<file path="src/tsbe_pkg.sv">
// Shared constants, types and key-square lookup functions for the two-square bigram encryptor.
package tsbe_pkg;

    localparam int GAP_DEPTH_DEF = 32;
    localparam int SQ_SIDE       = 5;
    localparam int SQ_CELLS      = 25;

    localparam logic [7:0] LETTER_A = 8'h61;
    localparam logic [7:0] LETTER_Z = 8'h7a;
    localparam logic [7:0] LETTER_Q = 8'd113;

    localparam logic [7:0] SQ_ONE [SQ_CELLS] = '{
        "e", "n", "c", "r", "y",
        "p", "t", "a", "b", "d",
        "f", "g", "h", "i", "j",
        "k", "l", "m", "o", "s",
        "u", "v", "w", "x", "z"
    };

    localparam logic [7:0] SQ_TWO [SQ_CELLS] = '{
        "w", "o", "r", "d", "s",
        "a", "b", "c", "e", "f",
        "g", "h", "i", "j", "k",
        "l", "m", "n", "p", "t",
        "u", "v", "x", "y", "z"
    };

    typedef struct packed {
        logic [2:0] row;
        logic [2:0] col;
    } rc_t;

    typedef enum logic [4:0] {
        S_IDLE  = 5'b00001,
        S_FIRST = 5'b00010,
        S_READ  = 5'b00100,
        S_GAP   = 5'b01000,
        S_TAIL  = 5'b10000
    } seq_state_t;

    function automatic logic is_pair_letter(input logic [7:0] b);
        return (b inside {[LETTER_A:LETTER_Z]}) && (b != LETTER_Q);
    endfunction

    // Parallel compare over all cells; each pair letter sits in exactly one cell.
    function automatic rc_t find_cell(input logic sel_two, input logic [7:0] b);
        rc_t        res;
        logic [7:0] cell_val;
        res = '0;
        for (int r = 0; r < SQ_SIDE; r++)
        begin
            for (int c = 0; c < SQ_SIDE; c++)
            begin
                cell_val = sel_two ? SQ_TWO[r * SQ_SIDE + c] : SQ_ONE[r * SQ_SIDE + c];
                if (cell_val == b)
                begin
                    res.row = 3'(r);
                    res.col = 3'(c);
                end
            end
        end
        return res;
    endfunction

    function automatic logic [7:0] cell_at(input logic sel_two, input rc_t rc);
        logic [4:0] idx;
        logic [7:0] val;
        idx = ({2'b00, rc.row} << 2) + {2'b00, rc.row} + {2'b00, rc.col};
        val = '0;
        for (int i = 0; i < SQ_CELLS; i++)
        begin
            if (idx == 5'(i))
            begin
                val = sel_two ? SQ_TWO[i] : SQ_ONE[i];
            end
        end
        return val;
    endfunction

endpackage

</file>
<file path="src/two_square_bigram_encryptor.sv">
// An item that produces results is captured on acceptance; the FIRST state then loads its first
// result into the output register once the slot is free. A held or buffered byte leaves the
// sequencer idle; each gap byte goes through the gap memory's single registered read.
// in_stall stays high until the last result of the item has been loaded into the output register.
// Reset clears the held letter, the gap count, the sequencer and the output valid flag;
// the gap memory is not cleared and is read only below the gap count.
module two_square_bigram_encryptor
    import tsbe_pkg::*;
#(
    parameter int GAP_DEPTH = GAP_DEPTH_DEF
)
(
    input  logic       clk,
    input  logic       rst_n,
    input  logic       in_valid,
    output logic       in_stall,
    input  logic [7:0] in_byte,
    input  logic       text_end,
    output logic       out_valid,
    input  logic       out_stall,
    output logic [7:0] out_byte,
    output logic       run_last,
    output logic       gap_overflow
);

    localparam int CW = $clog2(GAP_DEPTH + 1);
    localparam int AW = (GAP_DEPTH > 1) ? $clog2(GAP_DEPTH) : 1;

    seq_state_t state_reg, state_next;

    logic          held_valid_reg, held_valid_next;
    logic [7:0]    held_letter_reg, held_letter_next;
    rc_t           held_rc_reg, held_rc_next;
    logic [CW-1:0] gap_cnt_reg, gap_cnt_next;
    logic [CW-1:0] rd_idx_reg, rd_idx_next;
    logic [7:0]    first_byte_reg, first_byte_next;
    logic          first_flag_reg, first_flag_next;
    logic [7:0]    tail_byte_reg, tail_byte_next;
    logic          tail_en_reg, tail_en_next;

    logic          out_valid_reg, out_valid_next;
    logic [7:0]    out_byte_reg, out_byte_next;
    logic          run_last_reg, run_last_next;
    logic          gap_ovf_reg, gap_ovf_next;

    logic [7:0]    gap_mem [GAP_DEPTH];
    logic [7:0]    rd_data_reg;

    logic          in_accept;
    logic          slot_free;
    logic          letter;
    logic          gap_full;
    logic          mem_we;
    logic          gap_done;
    rc_t           rc2;
    logic [7:0]    cipher_x;
    logic [7:0]    cipher_y;

    assign in_stall  = (state_reg != S_IDLE);
    assign in_accept = in_valid && !in_stall;
    assign slot_free = !out_valid_reg || !out_stall;
    assign letter    = is_pair_letter(in_byte);
    assign gap_full  = (gap_cnt_reg == CW'(GAP_DEPTH));
    assign mem_we    = in_accept && held_valid_reg && !letter && !gap_full;
    assign gap_done  = ((rd_idx_reg + 1'b1) == gap_cnt_reg);

    assign out_valid    = out_valid_reg;
    assign out_byte     = out_byte_reg;
    assign run_last     = run_last_reg;
    assign gap_overflow = gap_ovf_reg;

    // Column rule: shared column swaps rows, otherwise swap columns.
    always_comb
    begin
        rc2 = find_cell(1'b1, in_byte);
        if (held_rc_reg.col == rc2.col)
        begin
            cipher_x = cell_at(1'b0, '{row: rc2.row, col: held_rc_reg.col});
            cipher_y = cell_at(1'b1, '{row: held_rc_reg.row, col: held_rc_reg.col});
        end
        else
        begin
            cipher_x = cell_at(1'b0, '{row: held_rc_reg.row, col: rc2.col});
            cipher_y = cell_at(1'b1, '{row: rc2.row, col: held_rc_reg.col});
        end
    end

    always_comb
    begin
        state_next       = state_reg;
        held_valid_next  = held_valid_reg;
        held_letter_next = held_letter_reg;
        held_rc_next     = held_rc_reg;
        gap_cnt_next     = gap_cnt_reg;
        rd_idx_next      = rd_idx_reg;
        first_byte_next  = first_byte_reg;
        first_flag_next  = first_flag_reg;
        tail_byte_next   = tail_byte_reg;
        tail_en_next     = tail_en_reg;
        out_valid_next   = out_valid_reg && out_stall;
        out_byte_next    = out_byte_reg;
        run_last_next    = run_last_reg;
        gap_ovf_next     = gap_ovf_reg;

        case (state_reg)
            S_IDLE:
            begin
                if (in_accept)
                begin
                    rd_idx_next     = '0;
                    first_flag_next = 1'b0;
                    tail_en_next    = 1'b0;
                    tail_byte_next  = in_byte;
                    if (!held_valid_reg)
                    begin
                        if (letter && !text_end)
                        begin
                            held_valid_next  = 1'b1;
                            held_letter_next = in_byte;
                            held_rc_next     = find_cell(1'b0, in_byte);
                            gap_cnt_next     = '0;
                        end
                        else
                        begin
                            first_byte_next = in_byte;
                            state_next      = S_FIRST;
                        end
                    end
                    else if (letter)
                    begin
                        first_byte_next = cipher_x;
                        tail_byte_next  = cipher_y;
                        tail_en_next    = 1'b1;
                        held_valid_next = 1'b0;
                        state_next      = S_FIRST;
                    end
                    else if (!gap_full)
                    begin
                        gap_cnt_next = gap_cnt_reg + 1'b1;
                        if (text_end)
                        begin
                            first_byte_next = held_letter_reg;
                            held_valid_next = 1'b0;
                            state_next      = S_FIRST;
                        end
                    end
                    else
                    begin
                        // Store full: release the held letter unpaired.
                        first_byte_next = held_letter_reg;
                        first_flag_next = 1'b1;
                        tail_en_next    = 1'b1;
                        held_valid_next = 1'b0;
                        state_next      = S_FIRST;
                    end
                end
            end
            S_FIRST:
            begin
                if (slot_free)
                begin
                    out_valid_next = 1'b1;
                    out_byte_next  = first_byte_reg;
                    gap_ovf_next   = first_flag_reg;
                    run_last_next  = (gap_cnt_reg == '0) && !tail_en_reg;
                    if (gap_cnt_reg != '0)
                    begin
                        state_next = S_READ;
                    end
                    else if (tail_en_reg)
                    begin
                        state_next = S_TAIL;
                    end
                    else
                    begin
                        state_next = S_IDLE;
                    end
                end
            end
            S_READ:
            begin
                state_next = S_GAP;
            end
            S_GAP:
            begin
                if (slot_free)
                begin
                    out_valid_next = 1'b1;
                    out_byte_next  = rd_data_reg;
                    gap_ovf_next   = 1'b0;
                    run_last_next  = gap_done && !tail_en_reg;
                    rd_idx_next    = rd_idx_reg + 1'b1;
                    if (!gap_done)
                    begin
                        state_next = S_READ;
                    end
                    else if (tail_en_reg)
                    begin
                        state_next = S_TAIL;
                    end
                    else
                    begin
                        gap_cnt_next = '0;
                        state_next   = S_IDLE;
                    end
                end
            end
            S_TAIL:
            begin
                if (slot_free)
                begin
                    out_valid_next = 1'b1;
                    out_byte_next  = tail_byte_reg;
                    gap_ovf_next   = 1'b0;
                    run_last_next  = 1'b1;
                    gap_cnt_next   = '0;
                    state_next     = S_IDLE;
                end
            end
            default:
            begin
                state_next = S_IDLE;
            end
        endcase
    end

    always_ff @(posedge clk or negedge rst_n)
    begin
        if (!rst_n)
        begin
            state_reg       <= S_IDLE;
            held_valid_reg  <= 1'b0;
            held_letter_reg <= '0;
            gap_cnt_reg     <= '0;
            out_valid_reg   <= 1'b0;
        end
        else
        begin
            state_reg       <= state_next;
            held_valid_reg  <= held_valid_next;
            held_letter_reg <= held_letter_next;
            gap_cnt_reg     <= gap_cnt_next;
            out_valid_reg   <= out_valid_next;
        end
    end

    always_ff @(posedge clk)
    begin
        held_rc_reg    <= held_rc_next;
        rd_idx_reg     <= rd_idx_next;
        first_byte_reg <= first_byte_next;
        first_flag_reg <= first_flag_next;
        tail_byte_reg  <= tail_byte_next;
        tail_en_reg    <= tail_en_next;
        out_byte_reg   <= out_byte_next;
        run_last_reg   <= run_last_next;
        gap_ovf_reg    <= gap_ovf_next;
    end

    // Gap memory: one write port, one registered read port.
    always_ff @(posedge clk)
    begin
        if (mem_we)
        begin
            gap_mem[gap_cnt_reg[AW-1:0]] <= in_byte;
        end
        rd_data_reg <= gap_mem[rd_idx_reg[AW-1:0]];
    end

    a_gap_bound: assert property (@(posedge clk) disable iff (!rst_n)
        gap_cnt_reg <= CW'(GAP_DEPTH))
        else $error("gap count beyond store depth");

    a_gap_nonempty: assert property (@(posedge clk) disable iff (!rst_n)
        (state_reg == S_READ || state_reg == S_GAP) |-> (gap_cnt_reg != '0))
        else $error("gap drain with empty store");

    a_pair_release: assert property (@(posedge clk) disable iff (!rst_n)
        (in_accept && held_valid_reg && letter) |=> (state_reg == S_FIRST && !held_valid_reg))
        else $error("completed pair did not release held letter");

    a_ovf_not_last: assert property (@(posedge clk) disable iff (!rst_n)
        (out_valid_reg && gap_ovf_reg) |-> !run_last_reg)
        else $error("overflow flush marked as final transaction");

endmodule

</file>
<file path="config.mk">
export PLATFORM = sky130hd
export DESIGN_NAME = two_square_bigram_encryptor
export DESIGN_NICKNAME = d
export VERILOG_FILES = /design/src/tsbe_pkg.sv /design/src/two_square_bigram_encryptor.sv
export SDC_FILE = /design/constraint.sdc
export NUM_CORES = 1
export LEC_CHECK = 0
export ABC_AREA = 1
export BUFFER_PORTS_ARGS = -buffer_cell sky130_fd_sc_hd__buf_2
export CORE_MARGIN = 5
export CORE_UTILIZATION = 58
export DETAILED_ROUTE_END_ITERATION = 10
export PLACE_DENSITY = 0.74
export SYNTH_ARGS = -nofsm -noshare
export SYNTH_HDL_FRONTEND = slang
export SYNTH_SLANG_ARGS = --single-unit
</file>
<file path="constraint.sdc">
create_clock -name clk -period 3.6 [get_ports clk]
set_input_delay 0 -clock clk [delete_from_list [all_inputs] [get_ports clk]]
set_output_delay 0 -clock clk [all_outputs]
set_load 0.02 [all_outputs]
</file>
# After elaboration in Yosys (flattened, before gate mapping)
# Memories as Yosys holds them, arrays and structs flattened. A register that Yosys moved wholly into a read port is not among the register bits.
# Index checks and enable logic that the tools add are counted.
word_totals:
  reg_bits: 61
  ram_bits: 256
  in_bits: 13
  output_inout_bits: 12
  elab_cells: 390
  n_memories: 1
classes:
  n_addsub: 7
  order_cmp: 2
  n_eq_ne: 121
  n_mux: 204
  n_bitwise: 1
  n_reduce_logical: 39
memory_table:
  columns: ["memory", "words", "word_bits", "read_ports", "rd_ports_with_merged_regs", "wr", "line", "rtl"]
  rows:
  - ["gap_mem", 32, 8, 1, 1, 1, "two_square_bigram_encryptor.sv:46", "logic [7:0] gap_mem [GAP_DEPTH];"]
ops:
  columns: ["operator", "count"]
  rows:
  - ["$mux 8", 108]
  - ["$mux 6", 48]
  - ["$eq 7x8->1 const A", 25]
  - ["$eq 5x5->1 const B", 28]
  - ["$eq 5x4->1 const B", 25]
  - ["$eq 5x3->1 const B", 13]
  - ["$mux 5", 12]
  - ["$eq 5x2->1 const B", 7]
  - ["$mux 7", 4]
  - ["$add 5x3->5", 5]
  - ["$pmux 5 s5", 1]
  - ["$pmux 8 s3", 1]
  - ["$eq 5x1->1 const B", 4]
  - ["$mux 1", 18]
  - ["$pmux 6 s3", 1]
  - ["$logic_not 5->1", 3]
  - ["$mux 3", 5]
  - ["$ne 2x2->1 const B", 7]
  - ["$add 6x1->6 const B", 2]
  - ["$ne 3x3->1 const B", 4]
  - ["$pmux 6 s2", 1]
  - ["$reduce_and 4->1", 3]
  - ["$logic_and 1x1->1", 10]
  - ["$reduce_and 9->1", 1]
  - ["27 further kinds", 38]

# Logic depth before layout (Yosys ltp)
# Gate-level depths: netlist of run 1.
depth:
  depth_word: 56
  ltp_mapped: 28
  ltp_nobuf: 27

# Worst setup path after synthesis of run 1
# Ideal clock, no wire load.
synth_timing:
  kind: "input -> register"
  start: "input port in_byte[4]"
  end: "register first_byte_reg[4] (data pin)"
  setup_time_ns: 0.253
  arrival_time_ns: 3.065
  t_required_ns: 3.347
  path_slack_ns: 0.282
  cell_stages: 21
  n_path_buf: 1
  path_cell_list: "inv_1 -> nand2_1 -> nor2_4 -> buf_2 -> nand4_1 -> o21ai_1 -> nor4_1 -> nand4_1 -> fa_1 -> fa_1 -> inv_1 -> nand2_1 -> nand2_1 -> nor2_1 -> inv_1 -> nor2_1 -> o31ai_1 -> nand4_1 -> or2_0 -> nand3_1 -> nand2_1"
synth_via:
  elab_chain_len: 54
  elab_cells_between_ends: 157
  classes_between: "add/sub: 3; order compare: 2; eq/ne: 74; mux: 76; reduce/logical: 2"
synth_rtl:
  columns: ["element", "line", "rtl"]
  rows:
  - ["start, declared", "two_square_bigram_encryptor.sv:17", "input logic [7:0] in_byte,"]
  - ["branches (longest 53 deep; another with $eq 7x8->1)", null, null]
  - ["$mux 8 *", "two_square_bigram_encryptor.sv:114", "if (!held_valid_reg)"]
  - ["end signal, assigned", "two_square_bigram_encryptor.sv:251", "first_byte_reg <= first_byte_next;"]
  - ["end, declared", "two_square_bigram_encryptor.sv:36", "logic [7:0] first_byte_reg, first_byte_next;"]
# Every way passes the cells marked *. The select of a mux whose other input is x is not followed.
# A chain may end at the register's enable or synchronous reset.

# Worst setup path after layout of run 1
layout_timing:
  start: "input port in_byte[0]"
  end: "register tail_byte_reg[4] (data pin)"
layout_via:
  elab_chain_len: 52
  elab_cells_between_ends: 109
  classes_between: "add/sub: 2; order compare: 2; eq/ne: 50; mux: 52; reduce/logical: 3"
layout_rtl:
  columns: ["element", "line", "rtl"]
  rows:
  - ["$eq 7x8->1", "tsbe_pkg.sv:55", "if (cell_val == b)"]
  - ["$mux 4", "tsbe_pkg.sv:55", null]
  - ["$mux 6 (19 in series)", "tsbe_pkg.sv:55", null]
  - ["$add 5x3->5 (2 in series)", "tsbe_pkg.sv:68", "idx = ({2'b00, rc.row} << 2) + {2'b00, rc.row} + {2'b00, rc.col};"]
  - ["$logic_not 5->1", "tsbe_pkg.sv:72", "if (idx == 5'(i))"]
  - ["$mux 7", "tsbe_pkg.sv:72", null]
  - ["$mux 8 (24 in series)", "tsbe_pkg.sv:72", null]
  - ["$mux 8", "two_square_bigram_encryptor.sv:76", "if (held_rc_reg.col == rc2.col)"]
  - ["$mux 8 *", "two_square_bigram_encryptor.sv:129", "else if (letter)"]
  - ["$mux 8 *", "two_square_bigram_encryptor.sv:114", null]
  - ["end signal, assigned", "two_square_bigram_encryptor.sv:253", "tail_byte_reg <= tail_byte_next;"]
  - ["end, declared", "two_square_bigram_encryptor.sv:38", "logic [7:0] tail_byte_reg, tail_byte_next;"]
# Mark *: on every way between the ends. The rest lies on a longest branch, timed or not.

==> impl_metrics.tcl, run 1 <==
set metrics [dict create \
    number_of_enable_flip_flop_cells_after_synthesis 296 \
    dominant_synthesized_flop_cell "edfxtp_1" \
    netlist.area_leader.share_pct 57.0 \
    via_per_inst 6.10 \
    clock_buffer_count_from_cts 34 \
    power.share.combinational_pct 32.4 \
    count_of_final_max_slew_check_failures 0 \
    buffer_ports.inserted 24 \
    fin_crit_ns 3.21 \
    mappedNetlistNets 1589 \
    yosysTopAreaCell "edfxtp_1" \
    fmax_mhz 312 \
    routabilityCongestion 0.918 \
    floorplan.initialDensity_pct 58.3 \
    firstDrtPassIters 8 \
    whs_ns -0.00116 \
    boundaryPins 25 \
    grt_setup_unrepaired "no" \
    synth_cell_type_count 47 \
    area_delta_synth_final_pct 16.1 \
    placedInstanceArea_um2 16900 \
    max-vdd-ir-drop_v 0.000361 \
    htree_num_levels 2 \
    power.density_cell_area_nw_per_um2 656 \
    fillerInstances 1949 \
    critPathRequiredTime_ns 3.91 \
    detail-route-antenna-nets 0 \
    grt.total_usage_pct 28.1 \
    hp-class "input port to async pin" \
    vias 12600 \
    power_report.internal_total_mw 7.55 \
    drt_first_iter_violations 1308 \
    drive_above_1_share_pct 14.6 \
    fin_skew_ns 0.0115 \
    die_area_um2 30200 \
    core_um2 26700 \
    violations "hold timing" \
    drc 0 \
    clock_insertion_delay_worst_skew_ns 0.51 \
    rows 60 \
    power_frac_clock_pct 28.0 \
    max-slew-margin-rel_pct 33.0 \
    place_worst_setup_slack_ns -0.139 \
    cap_violations 0 \
    share_seq_of_total_power_pct 39.7 \
    hpwl_mm 28.9 \
    cellLeakagePower_nw 7.03 \
    status "complete, but fails checks" \
    die_height_um 174 \
    largest_reg_flops 256 \
    root_buffer "clkbuf_16" \
    routed_wl_mm 42.7 \
    cts.sink_count 325 \
    synthesis.instances 1554 \
    num_antenna_cells 0 \
    synth-seq-cells 325 \
    synthesis.area_um2 15600 \
    fp.dieW_um 174 \
    finish.net_count 1733 \
    synth_warnings 0 \
    tightestPinTransition_ns 0.999 \
    tritoncts_clock_tree "built" \
    first_global_vias 12200 \
    antenna_found_initial 0 \
    clkSlewWorstSetupHoldPaths_ns 0.06 \
    setup_viol_count_final 0 \
    largest_net_degree_at_the_start_of_global_routing 91 \
    grt_remaining_overflow 0 \
    synth.avg_cell_area_um2 10.0 \
    worst-setup-path-type "input port to register" \
    postLayoutSetupSlackWorst_ns 0.393 \
    ctsLongestPathBuffers 3 \
    net-switching-power_mw 4.32 \
    timing.final.hold_violations 4 \
    design_area_um2 18100 \
    grt_pass1_wl_mm 67.2 \
    min_period_over_period_pct 89.1 \
    synth_top_cells_by_area "edfxtp_1 57%, nor2_1 7.2%, o21ai_0 5.5%" \
    detail_route.wl_per_cell_um 20.7 \
    p_sw_share_pct 36.4 \
    worstSetupEndpointType "register" \
    worstSetupStartpointType "input port" \
    crit_fanout 4 \
    seq_area_frac_synth_pct 61.4 \
    asyncSetResetFlopFracSynth_pct 6.46 \
    worst_ep_arrival_time_ns 3.52 \
]
[routing by layer]
metal / track usage [%] / wire length (µm)
met1: 37.3 / 16700
met2: 47.2 / 20800
met3: 4.33 / 3580
met4: 10.4 / 1660
met5: 0 / 0
[area by class of cell]
cell class	count	area (µm²)	area share, %
multi-input cells	1031	5240	28.9
repair buffers	180	1330	7.36
clock buffers	42	945	5.22
well taps	341	427	2.36
flip-flops and latches	325	9580	52.9
inverters	126	474	2.62
clock inverters	17	104	0.574
[synth_stat cells, types with 9 or more instances]
cell type,instances
a21oi_1,16
a31oi_1,9
clkbuf_1,59
dfrtp_1,20
edfxtp_1,296
ha_1,18
inv_1,119
nand2_1,221
nand2_2,10
nand3_1,97
nand4_1,25
nor2_1,301
nor3_1,16
o21ai_0,171
o221ai_1,60
o22ai_1,12
[kinds of logic after synthesis]
group / synth area share [%]
AND/OR/NAND/NOR: 18.8
flip-flops: 61.4
AO/OA/AOI/OAI: 12.3
buffers and inverters: 4.99
adder cells (fa/ha/maj): 1.96
XOR/XNOR: 0.506
[placed cells by master, fill, tap and decap left out, types with 6 or more instances in the layout]
cell,Yosys,routed
nor2_1,301,301
edfxtp_1,296,296
nand2_1,221,221
o21ai_0,171,171
buf_4,1,144
inv_1,119,118
nand3_1,97,97
o221ai_1,60,60
clkbuf_16,0,37
nand4_1,25,25
buf_2,7,24
dfrtp_1,20,20
ha_1,18,18
a21oi_1,16,16
nor3_1,16,15
o22ai_1,12,12
dlygate4sd3_1,0,11
nand2_2,10,10
clkinv_1,1,10
a31oi_1,9,9
nor2_2,8,8
a32oi_1,8,8
dfxtp_1,8,8
o21ai_1,7,7
inv_2,6,6
o31ai_1,6,6
clkinv_2,0,6
[final timing paths]
kind / from / end / slack (ns) / cells past startpoint
setup / recovery: in_byte[0] / tail_byte_reg[4] / 0.39 / 23
hold / removal: rst_n / state_reg[2] / -0.001 / 2
setup reg to reg: held_rc_reg[2] / tail_byte_reg[4] / 0.50 / 13
hold reg to reg: held_letter_reg[5] / held_letter_reg[5] / 0.46 / 2
max in group asynchronous: rst_n / held_letter_reg[0] / 3.23 / 2
min in group clk: in_byte[7] / gap_mem[11][7] / 0.02 / 2
[critical path: stages]
cell and delay, ns:
buf_2 0.11, inv_1 0.11, nand2_1 0.12, buf_4 0.13
nor2_1 0.04, o21ai_0 0.26, nand3_1 0.15, nor2_1 0.13
nand2_1 0.09, ha_1 0.28, ha_1 0.21, fa_1 0.60
inv_1 0.07, nor2_1 0.22, inv_1 0.12, nor2_1 0.25
o31ai_1 0.12, buf_4 0.15, nand2_1 0.05, nor2_1 0.05
nand2_1 0.06, nand3_1 0.07, o21ai_0 0.12
[stage by stage]
stage | setup TNS [ns] | cells | total power, mW | utilization, % | hold WS (ns)
3_3_place_gp | -0.245 | 1992 | 8.41 | 63.3 | 0.00379
3_5_place_dp | -0.590 | 1992 | 8.51 | 63.3 | 0.00549
4_1_cts | 0 | 2062 | 11.8 | 67.7 | 0.00480
6_report | 0 | 2062 | 11.9 | 67.7 | -0.00116
2_1_floorplan | 0 | 1554 | 7.16 | - | -0.296
5_1_grt | 0 | 2062 | 12.4 | 67.7 | 0.0190
[what timing repair did]
| action | in CTS | in global routing |
|---|---|---|
| hold endpoints to repair | 46 | 0 |
| hold buffers | 11 | 0 |
| buffers inserted | 0 | 0 |
| setup endpoints to repair | 0 | 1 |
| resized for setup | 0 | 1 |
[power by group through the flow]
stage / sequential, mW / combinational [mW] / clock (mW)
after floorplan: 4.70 / 2.47 / 0
after global placement: 4.77 / 3.64 / 0
after detailed placement: 4.78 / 3.73 / 0
after CTS: 4.71 / 3.78 / 3.33
after global routing: 4.74 / 4.17 / 3.51
final: 4.71 / 3.84 / 3.32
(Power assumes the default switching activity.)
==> run 2, diff against run 1 <==
Settings changed: CTS_BUF_LIST from default to sky130_fd_sc_hd__clkbuf_8.
==> impl_metrics.tcl, run 2 (synthesized netlist as in run 1, its figures left out) <==
set metrics [dict create \
    status "finished clean" \
    drc 0 \
    max-slew-margin-rel_pct 29.9 \
    die_height_um 174 \
    cts.sink_count 325 \
    grt_pass1_wl_mm 67.3 \
    die_area_um2 30200 \
    largest_reg_flops 256 \
    area_delta_synth_final_pct 16.7 \
    count_of_final_max_slew_check_failures 0 \
    grt.total_usage_pct 28.1 \
    hpwl_mm 28.9 \
    drt_first_iter_violations 1215 \
    vias 12700 \
    buffer_ports.inserted 24 \
    detail_route.wl_per_cell_um 20.5 \
    worst-setup-path-type "input port to register" \
    clock_insertion_delay_worst_skew_ns 0.57 \
    via_per_inst 6.03 \
    htree_num_levels 2 \
    root_buffer "clkbuf_8" \
    first_global_vias 12200 \
    fillerInstances 2011 \
    grt_setup_unrepaired "yes" \
    timing.rr.start "state_reg[2]" \
    routed_wl_mm 43.2 \
    tightestPinTransition_ns 1.05 \
    antenna_found_initial 0 \
    layout.cells.most_common_list "296 x edfxtp_1, 295 x nor2_1, 215 x nand2_1" \
    whs_ns 0.0678 \
    tritoncts_clock_tree "built" \
    firstDrtPassIters 5 \
    routabilityCongestion 0.918 \
    critPathRequiredTime_ns 3.91 \
    fin_crit_ns 3.43 \
    hp-class "input port to register" \
    floorplan.initialDensity_pct 58.3 \
    setup_viol_count_final 0 \
    drive_above_1_share_pct 16.6 \
    hold_path.startpoint "in_byte[6]" \
    core_um2 26700 \
    worstSetupStartpointType "input port" \
    worst_ep_arrival_time_ns 3.74 \
    max-vdd-ir-drop_v 0.000331 \
    detail-route-antenna-nets 0 \
    fin_skew_ns 0.0127 \
    rows 60 \
    ctsLongestPathBuffers 3 \
    grt_remaining_overflow 0 \
    crit_fanout 6 \
    startpoint "in_byte[3]" \
    fmax_mhz 292 \
    timing.final.hold_violations 0 \
    dpl.cell_count 1992 \
    worstSetupEndpointType "register" \
    fp.dieW_um 174 \
    most_common_library_cell_in_the_layout_ignoring_fill_and_taps "edfxtp_1" \
    largest_net_degree_at_the_start_of_global_routing 91 \
    min_period_over_period_pct 95.2 \
    count_of_non_filler_cells_in_the_finished_layout 2105 \
    num_antenna_cells 0 \
    cap_violations 0 \
    boundaryPins 25 \
    finish.net_count 1761 \
    clock_buffer_count_from_cts 49 \
    power.density_cell_area_nw_per_um2 632 \
    clkSlewWorstSetupHoldPaths_ns 0.06 \
    cellLeakagePower_nw 7.13 \
]
-- run 2: changes by cell type in the layout (fill, tap and decap cells not counted), sizes merged --
cell	previous run	this run
inv	124	145
clkbuf	42	52
dlygate4sd3	11	20
buf	169	172
bufinv	1	3
clkinv	16	14
-- run 2: cell type report --
cell class | instances | area (µm²) | share of cell area (%)
clock buffers | 51 | 702 | 3.86
multi-input cells | 1031 | 5300 | 29.2
repair buffers | 193 | 1470 | 8.08
well taps | 341 | 427 | 2.35
flip-flops and latches | 325 | 9580 | 52.7
inverters | 126 | 474 | 2.61
clock inverters | 38 | 234 | 1.29
-- run 2: worst paths after layout --
path | end | slack [ns] | cells after the start
setup / recovery | tail_byte_reg[3] | 0.17 | 20
hold / removal | tail_byte_reg[6] | 0.07 | 4
setup reg to reg | gap_mem[1][5] | 0.48 | 10
hold reg to reg | held_letter_reg[5] | 0.46 | 2
max in group asynchronous | held_letter_reg[0] | 1.70 | 4
min in group asynchronous | state_reg[0] | 0.44 | 3
-- run 2: metrics by stage --
| stage | util (%) | power [mW] | setup WS [ns] | TNS [ns] | instance area, µm² |
|---|---|---|---|---|---|
| 2_1_floorplan | - | 7.16 | 0.282 | 0 | 15600 |
| 3_3_place_gp | 63.3 | 8.41 | -0.108 | -0.245 | 16900 |
| 3_5_place_dp | 63.3 | 8.51 | -0.139 | -0.590 | 16900 |
| 4_1_cts | 67.6 | 11.4 | 0.00339 | 0 | 18100 |
| 5_1_grt | 68.0 | 12.0 | -0.0155 | -0.0171 | 18200 |
| 6_report | 68.0 | 11.5 | 0.174 | 0 | 18200 |
-- run 2: routing by layer --
metal | up-vias | global-route usage, % | wire length, µm
li1 | 5864 | - | -
met4 | 0 | 9.24 | 1380
met5 | - | 0 | 0
met3 | 91 | 4.33 | 3580
met1 | 6083 | 37.2 | 16900
met2 | 657 | 48.1 | 21300
-- run 2: power by group --
| group | leakage (nW) | internal (mW) | switching [mW] |
|---|---|---|---|
| Clock | 0.549 | 1.53 | 1.39 |
| Sequential | 3.01 | 4.48 | 0.227 |
| Combinational | 3.57 | 1.15 | 2.72 |
| Total | 7.13 | 7.16 | 4.33 |
-- run 2: worst max-delay path: stages --
cell,delay [ns]
clkbuf_4,0.20
inv_2,0.06
dlygate4sd3_1,0.56
buf_4,0.17
nor2_1,0.15
nand3_1,0.16
nand4_1,0.19
fa_1,0.49
ha_1,0.30
and3_1,0.19
nor2_2,0.10
nand4_1,0.17
buf_4,0.19
buf_4,0.12
nand4_1,0.09
nand2_1,0.11
nor2_1,0.10
nand4_1,0.16
nand3_1,0.15
nand2_1,0.07
-- run 2: what timing repair did --
action / 4_1_cts / 5_1_grt
gates resized for setup: 0 / 38
hold buffers: 20 / 0
endpoints found under the setup margin: 0 / 14
hold endpoints to repair: 142 / 0
setup buffers: 0 / 3
